## config.mk

```make
export PLATFORM = sky130hd
export DESIGN_NAME = proximity_link_alpha
export DESIGN_NICKNAME = d
export VERILOG_FILES = /design/src/design/pla_pkg.sv /design/src/design/proximity_link_alpha.sv
export SDC_FILE = /design/constraint.sdc
export NUM_CORES = 2
export LEC_CHECK = 0
export BUFFER_PORTS_ARGS = -buffer_cell sky130_fd_sc_hd__buf_2
export CORE_MARGIN = 3
export CORE_UTILIZATION = 25
export CTS_CLUSTER_SIZE = 8
export DETAILED_ROUTE_END_ITERATION = 10
export PLACE_DENSITY = 0.42
export SLEW_MARGIN = 20
export SYNTH_ARGS = -nofsm -noshare
export SYNTH_HDL_FRONTEND = slang
export SYNTH_SLANG_ARGS = --single-unit
```

## constraint.sdc

```tcl
create_clock -name clock -period 7.6 [get_ports clock]
set_input_delay 0 -clock clock [delete_from_list [all_inputs] [get_ports clock]]
set_output_delay 0 -clock clock [all_outputs]
set_load 0.02 [all_outputs]
```

## src/design/pla_pkg.sv

```systemverilog
// Package for the point-pair link block: payload structs, CSR codes and widths.
// No dependencies; imported by proximity_link_alpha.
package pla_pkg;

   localparam int COORD_BITS  = 16;
   localparam int FIELD_BITS  = 16;
   localparam int COORD_USED  = (COORD_BITS < FIELD_BITS) ? COORD_BITS : FIELD_BITS;
   localparam int SQ_BITS     = 2 * COORD_USED;
   localparam int D2_BITS     = SQ_BITS + 1;
   localparam int RADIUS_BITS = 16;
   localparam int ALPHA_BITS  = 8;
   localparam int R2_BITS     = 2 * RADIUS_BITS;
   localparam int CMP_BITS    = (D2_BITS > R2_BITS) ? D2_BITS : R2_BITS;
   localparam int ROOT_BITS   = RADIUS_BITS;
   localparam int REM_BITS    = ROOT_BITS + 1;
   localparam int NUM_BITS    = RADIUS_BITS + ALPHA_BITS;
   localparam int CSR_DATA_BITS = RADIUS_BITS;

   typedef enum logic [0:0] {
      CSR_LINK_RADIUS = 1'b0,
      CSR_LINE_ALPHA  = 1'b1
   } csr_index_type;

   typedef struct packed {
      logic [FIELD_BITS-1:0] ax;
      logic [FIELD_BITS-1:0] ay;
      logic [FIELD_BITS-1:0] bx;
      logic [FIELD_BITS-1:0] by;
   } req_type;

   typedef struct packed {
      logic                  linked;
      logic [ALPHA_BITS-1:0] alpha;
   } rsp_type;

   typedef struct packed {
      logic [REM_BITS-1:0]  rem;
      logic [ROOT_BITS-1:0] root;
   } sqrt_step_type;

endpackage

```

## src/design/proximity_link_alpha.sv

```systemverilog
// Point-pair link test with distance-faded line opacity, fully pipelined.
// Depends on pla_pkg for payload structs, CSR codes and widths.
//
// One point pair is taken per clock (start while busy is low; busy stays low) and its result
// appears on rsp_data with rsp_strobe, one result per pair, in order. The pipeline holds
// absolute differences, squaring, the sum and radius compare, eight square-root stages
// producing two root bits each, the (R - d) * A multiply, and four divider stages producing
// two quotient bits each. The receiver cannot stall, so results are never held back. Write
// link_radius and line_alpha only when no pair is in flight; a new radius reaches the compare
// via the registered r2_ff; the root subtraction and the divider read radius_ff directly.
module proximity_link_alpha
   import pla_pkg::*;
(
   input  logic                     clock,
   input  logic                     reset,
   input  logic                     start,
   output logic                     busy,
   input  req_type                  req_data,
   output logic                     rsp_strobe,
   output rsp_type                  rsp_data,
   input  logic                     csr_we,
   input  csr_index_type            csr_index,
   input  logic [CSR_DATA_BITS-1:0] csr_wdata
);

   localparam int SQRT_STAGES = ROOT_BITS / 2;
   localparam int DIV_STAGES  = ALPHA_BITS / 2;
   localparam int LATENCY     = 3 + SQRT_STAGES + 1 + DIV_STAGES;

   function automatic sqrt_step_type sqrt_step(input sqrt_step_type cur,
                                               input logic [1:0] pair);
      logic [REM_BITS+1:0] rem_sh;
      logic [REM_BITS+1:0] trial;
      sqrt_step_type       nxt;
      rem_sh = {cur.rem, pair};
      trial  = {1'b0, cur.root, 2'b01};
      if (rem_sh >= trial) begin
         nxt.rem  = REM_BITS'(rem_sh - trial);
         nxt.root = {cur.root[ROOT_BITS-2:0], 1'b1};
      end else begin
         nxt.rem  = rem_sh[REM_BITS-1:0];
         nxt.root = {cur.root[ROOT_BITS-2:0], 1'b0};
      end
      return nxt;
   endfunction

   // configuration
   logic [RADIUS_BITS-1:0] radius_ff;
   logic [ALPHA_BITS-1:0]  line_alpha_ff;
   logic [R2_BITS-1:0]     r2_ff;

   always_ff @(posedge clock) begin
      if (reset) begin
         radius_ff     <= RADIUS_BITS'(2400);
         line_alpha_ff <= ALPHA_BITS'(255);
      end else if (csr_we) begin
         unique case (csr_index)
            CSR_LINK_RADIUS: radius_ff     <= csr_wdata[RADIUS_BITS-1:0];
            CSR_LINE_ALPHA:  line_alpha_ff <= csr_wdata[ALPHA_BITS-1:0];
            default: ;
         endcase
      end
   end

   always_ff @(posedge clock) begin
      r2_ff <= radius_ff * radius_ff;
   end

   assign busy = 1'b0;

   logic accept;
   assign accept = start && !busy;

   // stage 1: absolute differences
   logic                  p1_vld_ff;
   logic [COORD_USED-1:0] dx_ff, dy_ff, dx_in, dy_in;
   logic [COORD_USED-1:0] ax_m, ay_m, bx_m, by_m;

   always_comb begin
      ax_m  = req_data.ax[COORD_USED-1:0];
      ay_m  = req_data.ay[COORD_USED-1:0];
      bx_m  = req_data.bx[COORD_USED-1:0];
      by_m  = req_data.by[COORD_USED-1:0];
      dx_in = (ax_m >= bx_m) ? (ax_m - bx_m) : (bx_m - ax_m);
      dy_in = (ay_m >= by_m) ? (ay_m - by_m) : (by_m - ay_m);
   end

   // stage 2: squares
   logic               p2_vld_ff;
   logic [SQ_BITS-1:0] sqx_ff, sqy_ff;

   // stage 3: sum, radius compare, root input
   logic [D2_BITS-1:0]   d2;
   logic                 lnk_in;

   always_comb begin
      d2     = D2_BITS'(sqx_ff) + D2_BITS'(sqy_ff);
      lnk_in = CMP_BITS'(d2) < CMP_BITS'(r2_ff);
   end

   // square-root stages: index 0 is the stage 3 output
   logic                 sq_vld_ff [SQRT_STAGES+1];
   logic                 sq_lnk_ff [SQRT_STAGES+1];
   logic [R2_BITS-1:0]   sq_val_ff [SQRT_STAGES+1];
   sqrt_step_type        sq_st_ff  [SQRT_STAGES+1];

   always_ff @(posedge clock) begin
      if (reset) begin
         p1_vld_ff    <= 1'b0;
         p2_vld_ff    <= 1'b0;
         sq_vld_ff[0] <= 1'b0;
      end else begin
         p1_vld_ff    <= accept;
         p2_vld_ff    <= p1_vld_ff;
         sq_vld_ff[0] <= p2_vld_ff;
      end
      dx_ff        <= dx_in;
      dy_ff        <= dy_in;
      sqx_ff       <= dx_ff * dx_ff;
      sqy_ff       <= dy_ff * dy_ff;
      sq_lnk_ff[0] <= lnk_in;
      // feed zero for unlinked pairs; a linked d2 always fits the root input
      sq_val_ff[0] <= lnk_in ? R2_BITS'(d2) : '0;
      sq_st_ff[0]  <= '0;
   end

   for (genvar s = 0; s < SQRT_STAGES; s++) begin : g_sqrt
      localparam int P0 = ROOT_BITS - 1 - 2 * s;
      localparam int P1 = P0 - 1;
      sqrt_step_type mid, nxt;

      always_comb begin
         mid = sqrt_step(sq_st_ff[s], sq_val_ff[s][2*P0+1 -: 2]);
         nxt = sqrt_step(mid, sq_val_ff[s][2*P1+1 -: 2]);
      end

      always_ff @(posedge clock) begin
         if (reset) begin
            sq_vld_ff[s+1] <= 1'b0;
         end else begin
            sq_vld_ff[s+1] <= sq_vld_ff[s];
         end
         sq_lnk_ff[s+1] <= sq_lnk_ff[s];
         sq_val_ff[s+1] <= sq_val_ff[s];
         sq_st_ff[s+1]  <= nxt;
      end
   end

   // multiply stage: numerator (R - d) * A
   logic                  mul_vld_ff;
   logic                  mul_lnk_ff;
   logic [NUM_BITS-1:0]   mul_num_ff;
   logic [RADIUS_BITS-1:0] span;

   assign span = radius_ff - sq_st_ff[SQRT_STAGES].root;

   always_ff @(posedge clock) begin
      if (reset) begin
         mul_vld_ff <= 1'b0;
      end else begin
         mul_vld_ff <= sq_vld_ff[SQRT_STAGES];
      end
      mul_lnk_ff <= sq_lnk_ff[SQRT_STAGES];
      mul_num_ff <= span * line_alpha_ff;
   end

   // divider stages, restoring, quotient bits MSB first; index 0 is the multiply output
   logic                  dv_vld_ff [DIV_STAGES+1];
   logic                  dv_lnk_ff [DIV_STAGES+1];
   logic [NUM_BITS-1:0]   dv_rem_ff [DIV_STAGES+1];
   logic [ALPHA_BITS-1:0] dv_q_ff   [DIV_STAGES+1];

   assign dv_vld_ff[0] = mul_vld_ff;
   assign dv_lnk_ff[0] = mul_lnk_ff;
   assign dv_rem_ff[0] = mul_num_ff;
   assign dv_q_ff[0]   = '0;

   for (genvar t = 0; t < DIV_STAGES; t++) begin : g_div
      localparam int I0 = ALPHA_BITS - 1 - 2 * t;
      localparam int I1 = I0 - 1;
      logic [NUM_BITS-1:0]   sh0, sh1, rem_mid, rem_in;
      logic                  ge0, ge1;
      logic [ALPHA_BITS-1:0] q_in;

      always_comb begin
         sh0     = NUM_BITS'(radius_ff) << I0;
         sh1     = NUM_BITS'(radius_ff) << I1;
         ge0     = dv_rem_ff[t] >= sh0;
         rem_mid = ge0 ? (dv_rem_ff[t] - sh0) : dv_rem_ff[t];
         ge1     = rem_mid >= sh1;
         rem_in  = ge1 ? (rem_mid - sh1) : rem_mid;
         q_in    = {dv_q_ff[t][ALPHA_BITS-3:0], ge0, ge1};
      end

      always_ff @(posedge clock) begin
         if (reset) begin
            dv_vld_ff[t+1] <= 1'b0;
         end else begin
            dv_vld_ff[t+1] <= dv_vld_ff[t];
         end
         dv_lnk_ff[t+1] <= dv_lnk_ff[t];
         dv_rem_ff[t+1] <= rem_in;
         dv_q_ff[t+1]   <= q_in;
      end
   end

   // drop the quotient of unlinked pairs
   assign rsp_strobe      = dv_vld_ff[DIV_STAGES];
   assign rsp_data.linked = dv_lnk_ff[DIV_STAGES];
   assign rsp_data.alpha  = dv_lnk_ff[DIV_STAGES] ? dv_q_ff[DIV_STAGES] : '0;

   a_latency : assert property (@(posedge clock) disable iff (reset)
      accept |-> ##LATENCY rsp_strobe)
      else $error("transaction result missing at fixed latency");

   a_root_below_radius : assert property (@(posedge clock) disable iff (reset)
      sq_vld_ff[SQRT_STAGES] && sq_lnk_ff[SQRT_STAGES]
         |-> sq_st_ff[SQRT_STAGES].root < radius_ff)
      else $error("root of a linked pair not below radius");

   a_alpha_bound : assert property (@(posedge clock) disable iff (reset)
      rsp_strobe && rsp_data.linked |-> rsp_data.alpha <= line_alpha_ff)
      else $error("alpha exceeds base alpha");

   a_strobe_source : assert property (@(posedge clock) disable iff (reset)
      rsp_strobe |-> $past(sq_vld_ff[SQRT_STAGES], DIV_STAGES + 1))
      else $error("result strobe without a transaction behind it");

endmodule
```

# ---- After elaboration in Yosys (flattened, before gate mapping)
# Memories as Yosys holds them, arrays and structs flattened. A register that Yosys moved wholly into a read port is not among the register bits.
# Index checks and enable logic that the tools add are counted.
dict set report word_totals {
  ff_bits 278
  n_memories 4
  mem_bits_rw 603
  out_inout_bits 11
  wordCells 140
  inputBits 85
}
dict set report classes {
  n_bitwise 10
  n_reduce_logical 2
  n_mux 39
  n_addsub 29
  magnitude_cmp 27
  multipliers 4
}
# name words width rd rd_ports_with_merged_regs wr line_no
set memory_table {}
lappend memory_table {sq_st_ff 9 33 9 0 9 proximity_link_alpha.sv:105} ;# sqrt_step_type sq_st_ff [SQRT_STAGES+1];
lappend memory_table {sq_val_ff 9 32 8 0 9 proximity_link_alpha.sv:104} ;# logic [R2_BITS-1:0] sq_val_ff [SQRT_STAGES+1];
lappend memory_table {sq_lnk_ff 9 1 9 1 9 proximity_link_alpha.sv:103} ;# logic sq_lnk_ff [SQRT_STAGES+1];
lappend memory_table {sq_vld_ff 9 1 9 1 9 proximity_link_alpha.sv:102} ;# logic sq_vld_ff [SQRT_STAGES+1];
# op n
set op_table {}
lappend op_table {{33-bit two-way mux} 16}
lappend op_table {{19-bit by 18-bit greater-or-equal comparator with 1-bit output} 16}
lappend op_table {{17-bit subtractor} 16}
lappend op_table {{24-bit two-way mux} 7}
lappend op_table {{16-bit by 16-bit multiplier with 32-bit output} 3}
lappend op_table {{16-bit subtractor} 5}
lappend op_table {{32-bit by 32-bit adder with 33-bit output} 1}
lappend op_table {{33-bit by 32-bit < comparator with 1-bit output} 1}
lappend op_table {{16-bit greater-or-equal comparator} 2}
lappend op_table {{16-bit two-way mux} 2}
lappend op_table {{32-bit two-way mux} 1}
lappend op_table {{24-bit by 16-bit greater-or-equal comparator with 1-bit output} 1}
lappend op_table {{24-bit by 17-bit greater-or-equal comparator with 1-bit output} 1}
lappend op_table {{24-bit by 18-bit greater-or-equal comparator with 1-bit output} 1}
lappend op_table {{24-bit by 19-bit greater-or-equal comparator with 1-bit output} 1}
lappend op_table {{24-bit by 20-bit greater-or-equal comparator with 1-bit output} 1}
lappend op_table {{24-bit by 21-bit greater-or-equal comparator with 1-bit output} 1}
lappend op_table {{24-bit by 22-bit greater-or-equal comparator with 1-bit output} 1}
lappend op_table {{24-bit by 23-bit greater-or-equal comparator with 1-bit output} 1}
lappend op_table {{16-bit by 8-bit multiplier with 24-bit output} 1}
lappend op_table {{24-bit by 17-bit subtractor with 24-bit output} 1}
lappend op_table {{24-bit by 18-bit subtractor with 24-bit output} 1}
lappend op_table {{24-bit by 19-bit subtractor with 24-bit output} 1}
lappend op_table {{24-bit by 20-bit subtractor with 24-bit output} 1}
lappend op_table {{other kinds (8)} 28}

# ---- Longest topological paths before layout
# An unclocked memory read counts as a cell.
dict set report depth {
  word_depth 5
  ltp_mapped 30
  depth_no_buf 29
}

# ---- Least setup slack after synthesis
# Ideal clock, no wire load.
dict set report synth_timing {
  kind {register to register}
  start {reg radius_ff[1]}
  end {reg mul_num_ff[23] (netlist name)}
  period_less_slack_ps 7388
  setup_time_ps 116
  n_path_buf 2
  arrival_time_ps 7272
  stages_incl_launch_ff 28
  path_slack_ps 212
  path_cell_list {dfxtp_1 clkbuf_1 inv_1 clkbuf_1 fa_1 nor2b_1 o21ai_0 a21boi_0 o21ai_0 a21boi_0 o2111ai_1 a31oi_1 or4b_2 nand3_1 and2_1 fa_1 fa_1 fa_1 inv_1 fa_1 inv_1 ha_1 a21oi_1 nor2_1 a221oi_1 nand2_1 a2111o_1 o211a_1}
}
dict set report synth_between {
  elab_chain_cells 2
}
# item line_no
set synth_rtl {}
lappend synth_rtl {{start: declaration} proximity_link_alpha.sv:48} ;# logic [RADIUS_BITS-1:0] radius_ff;
lappend synth_rtl {{start signal: assignment} proximity_link_alpha.sv:58} ;# CSR_LINK_RADIUS: radius_ff <= csr_wdata[RADIUS_BITS-1:0];
lappend synth_rtl {{16-bit subtractor} proximity_link_alpha.sv:155} ;# assign span = radius_ff - sq_st_ff[SQRT_STAGES].root;
lappend synth_rtl {{16-bit by 8-bit multiplier with 24-bit output} proximity_link_alpha.sv:164} ;# mul_num_ff <= span * line_alpha_ff;
# No other way between the ends.
# A chain may end at the register's enable or synchronous reset.

# ---- Worst setup path in the final report
dict set report layout_timing {
  start {reg dy_ff[5]}
  end {reg sqy_ff[30]}
}
dict set report layout_between {
  elab_chain_cells 1
}
# item line_no
set layout_rtl {}
lappend layout_rtl {{start: declaration} proximity_link_alpha.sv:76} ;# logic [COORD_USED-1:0] dx_ff, dy_ff, dx_in, dy_in;
lappend layout_rtl {{start signal: assignment} proximity_link_alpha.sv:118} ;# dy_ff <= dy_in;
lappend layout_rtl {{16-bit by 16-bit multiplier with 32-bit output} proximity_link_alpha.sv:120} ;# sqy_ff <= dy_ff * dy_ff;
lappend layout_rtl {{end signal: assignment} proximity_link_alpha.sv:120}
lappend layout_rtl {{end: declaration} proximity_link_alpha.sv:90} ;# logic [SQ_BITS-1:0] sqx_ff, sqy_ff;
# No other way between the ends.

==> metrics.txt <==
# TYPE chip_impl_metric gauge
chip_impl_metric{name="yosysWarningCount",unit=""} 0
chip_impl_metric{name="global_route.overflow_total",unit=""} 0
chip_impl_metric{name="global_route_wire_length_before_repair",unit="µm"} 275000
chip_impl_info{name="synthTopCellsByArea",value="sky130_fd_sc_hd__dfxtp_1, sky130_fd_sc_hd__fa_1, sky130_fd_sc_hd__ha_1"} 1
chip_impl_metric{name="register_bit_count_reported_by_yosys",unit=""} 623
chip_impl_info{name="cells_along_the_critical_path",value="nand2_1, fa_1, fa_1, inv_1, fa_1, fa_1, inv_1, fa_1, inv_1, fa_1, ha_1, nand4_1, nor3_1, o31ai_1, a21oi_1, a41oi_1, a21oi_1, a21oi_1, o31ai_1, nand4_1, o311ai_0"} 1
chip_impl_metric{name="worst_slack",unit="ns"} 0.513
chip_impl_info{name="r2r_start",value="dy_ff[5]"} 1
chip_impl_metric{name="worst_ep_required_time",unit="ns"} 8.21
chip_impl_metric{name="timing_max_transition_violations_final",unit=""} 0
chip_impl_metric{name="place_hpwl",unit="µm"} 140000
chip_impl_info{name="timing.hold.worst.class",value="in -> reg"} 1
chip_impl_metric{name="track_usage",unit="%"} 13.6
chip_impl_metric{name="die-height",unit="µm"} 501
chip_impl_metric{name="routed-via-count",unit=""} 47300
chip_impl_metric{name="dpl_worst_slack",unit="ns"} 0.374
chip_impl_metric{name="crit_buf_inv",unit=""} 3
chip_impl_metric{name="fp.coreArea",unit="mm²"} 0.243
chip_impl_info{name="status",value="finished, final reports clean"} 1
chip_impl_metric{name="timing.final.setup_violations",unit=""} 0
chip_impl_metric{name="postRouteAntennaNets",unit=""} 0
chip_impl_metric{name="fp.dieW",unit="µm"} 501
chip_impl_metric{name="postRouteWirelength",unit="µm"} 170000
chip_impl_metric{name="die_area",unit="mm²"} 0.251
chip_impl_metric{name="complex_gate_fraction_of_the_synthesized_area",unit="%"} 13.4
chip_impl_info{name="critPathSlowestCell",value="sky130_fd_sc_hd__dfxtp_1"} 1
chip_impl_metric{name="htreeDepth",unit=""} 3
chip_impl_metric{name="stdcell_area",unit="mm²"} 0.0698
chip_impl_metric{name="routed_via_density",unit=""} 4.50
chip_impl_metric{name="postPlaceCellArea",unit="mm²"} 0.0657
chip_impl_info{name="critPathLaunchType",value="flop"} 1
chip_impl_info{name="worstHoldStart",value="req_data[8]"} 1
chip_impl_metric{name="basic_gate_share_of_the_synthesized_area_counting_and_or_nand_and_nor_cells",unit="%"} 15.5
chip_impl_metric{name="synthCells",unit=""} 7024
chip_impl_metric{name="cts-root-to-sink-buffers",unit=""} 3
chip_impl_metric{name="drt-wirelength-per-cell",unit="µm"} 16.2
chip_impl_metric{name="max_cap_viol_count",unit=""} 0
chip_impl_metric{name="yosysTopAreaCellShare",unit="%"} 20.4
chip_impl_info{name="library_cell_occupying_the_most_area_in_the_post_synthesis_netlist",value="sky130_fd_sc_hd__dfxtp_1"} 1
chip_impl_metric{name="numCtsBuffers",unit=""} 93
chip_impl_metric{name="cts_clock_pin_slew_for_the_worst_setup_and_hold_paths",unit="ns"} 0.05
chip_impl_metric{name="drc",unit=""} 0
chip_impl_metric{name="sequential_cell_area_fraction_in_the_yosys_report",unit="%"} 20.4
chip_impl_metric{name="antenna_violations_before_repair",unit=""} 6
chip_impl_metric{name="grt_start_max_net_pins",unit=""} 41
chip_impl_info{name="startpoint",value="dy_ff[5]"} 1
chip_impl_info{name="cts_root_buffer",value="sky130_fd_sc_hd__clkbuf_16"} 1
chip_impl_metric{name="final.setup_skew",unit="ns"} 0.0608
chip_impl_metric{name="distinct_cell_type_count_of_the_synthesized_netlist",unit=""} 92
chip_impl_metric{name="detailedRoute.firstIterationViolations",unit=""} 2233
chip_impl_metric{name="post-route-min-period",unit="ns"} 7.09
chip_impl_metric{name="achievable-frequency",unit="MHz"} 141
chip_impl_metric{name="synthMuxAreaShare",unit="%"} 1.99
chip_impl_metric{name="post-cts-setup-buffer-count",unit=""} 0
chip_impl_info{name="timing.critical_path.max_delay_family",value="adder cells"} 1
chip_impl_metric{name="number_of_nets_in_the_finished_design",unit=""} 8696
chip_impl_metric{name="rows",unit=""} 181
chip_impl_metric{name="insertion_delay",unit="ns"} 0.73
chip_impl_metric{name="vias_in_the_first_global_route",unit=""} 50200
chip_impl_metric{name="timing_hold_violations_final",unit=""} 0
chip_impl_info{name="type_of_the_worst_setup_path",value="reg -> reg"} 1
chip_impl_metric{name="synth-edff-count",unit=""} 0
chip_impl_metric{name="worstMarginPinSlew",unit="ns"} 0.975
chip_impl_metric{name="synth.cell_area",unit="mm²"} 0.0612
chip_impl_metric{name="layout-drive-gt1-share",unit="%"} 6.03
chip_impl_info{name="path_common_cell",value="sky130_fd_sc_hd__fa_1"} 1
chip_impl_metric{name="synthesis.area_per_instance",unit="µm²"} 8.72
chip_impl_metric{name="synth_xor_area_share",unit="%"} 6.01
chip_impl_metric{name="setup-tns-final",unit="ns"} 0
chip_impl_metric{name="initial_core_util",unit="%"} 25.2
chip_impl_metric{name="relSlewSlack",unit="%"} 35.0
chip_impl_info{name="yosys_most_used_dff",value="sky130_fd_sc_hd__dfxtp_1"} 1
chip_impl_metric{name="n_fill_cell",unit=""} 26000
chip_impl_metric{name="drt-pass1-iter-count",unit=""} 7
chip_impl_info{name="setup.worst_path.end_class",value="flop"} 1
chip_impl_metric{name="timing.critical_path.fanout_max",unit=""} 18
chip_impl_info{name="synth_top_family_by_area",value="adder cells"} 1
chip_impl_metric{name="critical_path.max_stage_delay",unit="ns"} 0.91
chip_impl_metric{name="postSynth.asyncResetShare",unit="%"} 0
chip_impl_info{name="cts_tree",value="built"} 1
chip_impl_metric{name="yosys.area_share.adder",unit="%"} 34.8
chip_impl_info{name="rsz0062_at_grt",value="no"} 1
chip_impl_metric{name="finish.utilization",unit="%"} 28.7
chip_impl_metric{name="ios",unit=""} 96
chip_impl_metric{name="min_period_over_period",unit="%"} 93.2
chip_impl_metric{name="cp_data_arrival_time",unit="ns"} 7.69
chip_impl_metric{name="final_weighted_congestion_of_routability_driven_global_placement",unit=""} 0.856
chip_impl_metric{name="area_growth_syn_to_layout",unit="%"} 14.0
chip_impl_metric{name="port_buf_inserts",unit=""} 94
chip_impl_metric{name="clock-sinks",unit=""} 623
## synthesized netlist by cell type, types with 12 or more instances
library cell / n
sky130_fd_sc_hd__nand2_1: 556
sky130_fd_sc_hd__xnor2_1: 293
sky130_fd_sc_hd__and3_1: 39
sky130_fd_sc_hd__or4_1: 14
sky130_fd_sc_hd__o31ai_1: 29
sky130_fd_sc_hd__fa_1: 592
sky130_fd_sc_hd__clkbuf_1: 141
sky130_fd_sc_hd__nand4_1: 59
sky130_fd_sc_hd__o21ai_0: 264
sky130_fd_sc_hd__nor3_1: 119
sky130_fd_sc_hd__nor2_1: 493
sky130_fd_sc_hd__o211ai_1: 25
sky130_fd_sc_hd__o41ai_1: 13
sky130_fd_sc_hd__a31o_2: 15
sky130_fd_sc_hd__nand3_1: 101
sky130_fd_sc_hd__nor2b_1: 104
sky130_fd_sc_hd__or2_2: 24
sky130_fd_sc_hd__ha_1: 754
sky130_fd_sc_hd__a21oi_1: 408
sky130_fd_sc_hd__a31oi_1: 35
sky130_fd_sc_hd__inv_1: 1108
sky130_fd_sc_hd__o21a_1: 70
sky130_fd_sc_hd__o21bai_1: 41
sky130_fd_sc_hd__a2111oi_0: 21
sky130_fd_sc_hd__o2111ai_1: 16
sky130_fd_sc_hd__or3_1: 21
sky130_fd_sc_hd__a211oi_1: 48
sky130_fd_sc_hd__a21boi_0: 20
sky130_fd_sc_hd__and4_1: 14
sky130_fd_sc_hd__nor4_1: 25
sky130_fd_sc_hd__nand2b_1: 68
sky130_fd_sc_hd__a211o_1: 32
sky130_fd_sc_hd__mux2_2: 71
sky130_fd_sc_hd__a21o_1: 158
sky130_fd_sc_hd__buf_2: 15
sky130_fd_sc_hd__and2_1: 245
sky130_fd_sc_hd__nand3b_1: 12
sky130_fd_sc_hd__xor2_1: 127
sky130_fd_sc_hd__mux2i_1: 42
sky130_fd_sc_hd__dfxtp_1: 623
## state kept, by name (all words and copies together), names as in the netlist
register and count:
dv_rem_ff 72, radius_ff 16, p2_vld_ff 1, dy_ff 16, p1_vld_ff 1, sqx_ff 31
rsp_data 1, dv_vld_ff 3, mul_vld_ff 1, dx_ff 16, line_alpha_ff 8, sq_val_ff 144
mul_num_ff 24, sq_lnk_ff 9, sq_vld_ff 9, r2_ff 31, sqy_ff 31, mul_lnk_ff 1
dv_lnk_ff 3, dv_q_ff 20, sq_st_ff 184, rsp_strobe 1
## through the flow
step	hold slack [ns]	cells
after floorplan	0.118	7025
after global placement	0.217	10200
after detailed placement	0.237	10200
after CTS	0.00683	10500
after global routing	0.0670	10500
final	0.0583	10500
## metal layers
layer	wire length (µm)	global-route usage, %	vias to the layer above	share of wire, %
met5	14	0	-	0.0082
met4	4560	3.65	4	2.7
met3	5200	1.79	194	3.1
met2	80800	23.4	643	47
met1	79800	17.9	22700	47
li1	-	-	23700	-
## tightest hold or removal path: stages
cell	delay (ns)
sky130_fd_sc_hd__buf_2	0.09
sky130_fd_sc_hd__ha_1	0.18
sky130_fd_sc_hd__a21oi_1	0.08
sky130_fd_sc_hd__o21ai_0	0.07
sky130_fd_sc_hd__mux2_2	0.20
sky130_fd_sc_hd__xnor2_1	0.10
## final cells by class
class                           instances  area (µm²)  share of cell area [%]
Clock inverter                         12         270                   0.387
Sequential cell                       623       12500                    17.9
Clock buffer                          111        2490                    3.57
Timing Repair Buffer                  312        2440                    3.50
Inverter                             1120        4210                    6.02
Multi-Input combinational cell       5115       43900                    62.9
Tap cell                             3202        4010                    5.74
Antenna cell                            4        10.0                  0.0143
## cells in the final DEF (no fill, tap or decap), types with 14 or more instances in the layout
cell type,instances
sky130_fd_sc_hd__nand4_1,59
sky130_fd_sc_hd__xor2_1,127
sky130_fd_sc_hd__or2_2,24
sky130_fd_sc_hd__fa_1,592
sky130_fd_sc_hd__and4_1,14
sky130_fd_sc_hd__nor2_1,493
sky130_fd_sc_hd__o31ai_1,29
sky130_fd_sc_hd__nand2_1,556
sky130_fd_sc_hd__and2_1,245
sky130_fd_sc_hd__a31oi_1,35
sky130_fd_sc_hd__a211o_1,32
sky130_fd_sc_hd__clkbuf_16,93
sky130_fd_sc_hd__o211ai_1,25
sky130_fd_sc_hd__o21a_1,70
sky130_fd_sc_hd__dfxtp_1,622
sky130_fd_sc_hd__o21bai_1,41
sky130_fd_sc_hd__nor4_1,25
sky130_fd_sc_hd__ha_1,754
sky130_fd_sc_hd__or4_1,14
sky130_fd_sc_hd__nor2b_1,103
sky130_fd_sc_hd__nand3_1,101
sky130_fd_sc_hd__buf_2,94
sky130_fd_sc_hd__mux2i_1,42
sky130_fd_sc_hd__inv_1,1108
sky130_fd_sc_hd__o21ai_0,264
sky130_fd_sc_hd__a21oi_1,408
sky130_fd_sc_hd__a211oi_1,48
sky130_fd_sc_hd__a21boi_0,20
sky130_fd_sc_hd__nor3_1,118
sky130_fd_sc_hd__or3_1,21
sky130_fd_sc_hd__xnor2_1,293
sky130_fd_sc_hd__nand2b_1,68
sky130_fd_sc_hd__dlygate4sd3_1,134
sky130_fd_sc_hd__o2111ai_1,16
sky130_fd_sc_hd__mux2_2,71
sky130_fd_sc_hd__buf_4,84
sky130_fd_sc_hd__a31o_2,15
sky130_fd_sc_hd__a21o_1,158
sky130_fd_sc_hd__and3_1,39
sky130_fd_sc_hd__a2111oi_0,20
## kinds of logic (layout without fill, tap and decap cells)
kind of cell,count (synthesis),after routing
and+or+nand+nor,1943,1943
adders and majority gates,1346,1346
AOI/OAI and AO/OA,1290,1290
buffers and inverters,1287,1555
DFF,623,623
xor gates and xnor gates,420,420
muxes,113,113
other,2,7
## what timing repair did
item,in CTS,in global routing
hold buffers,134,0
hold endpoints to repair,72,0
setup endpoints to repair,0,3
gates resized for setup,0,3
## path summary, 6_finish.rpt
check / to / slack (ns) / depth (start not counted)
setup / recovery: sqy_ff[30] / 0.51 / 21
hold / removal: dy_ff[9] / 0.06 / 6
setup reg to reg: sqy_ff[30] / 0.51 / 21
hold reg to reg: sq_val_ff[0][137] / 0.30 / 0
Power is left out: the tool's default activity adds up to more than one toggle a clock period on the data nets, which glitch-free logic cannot reach.
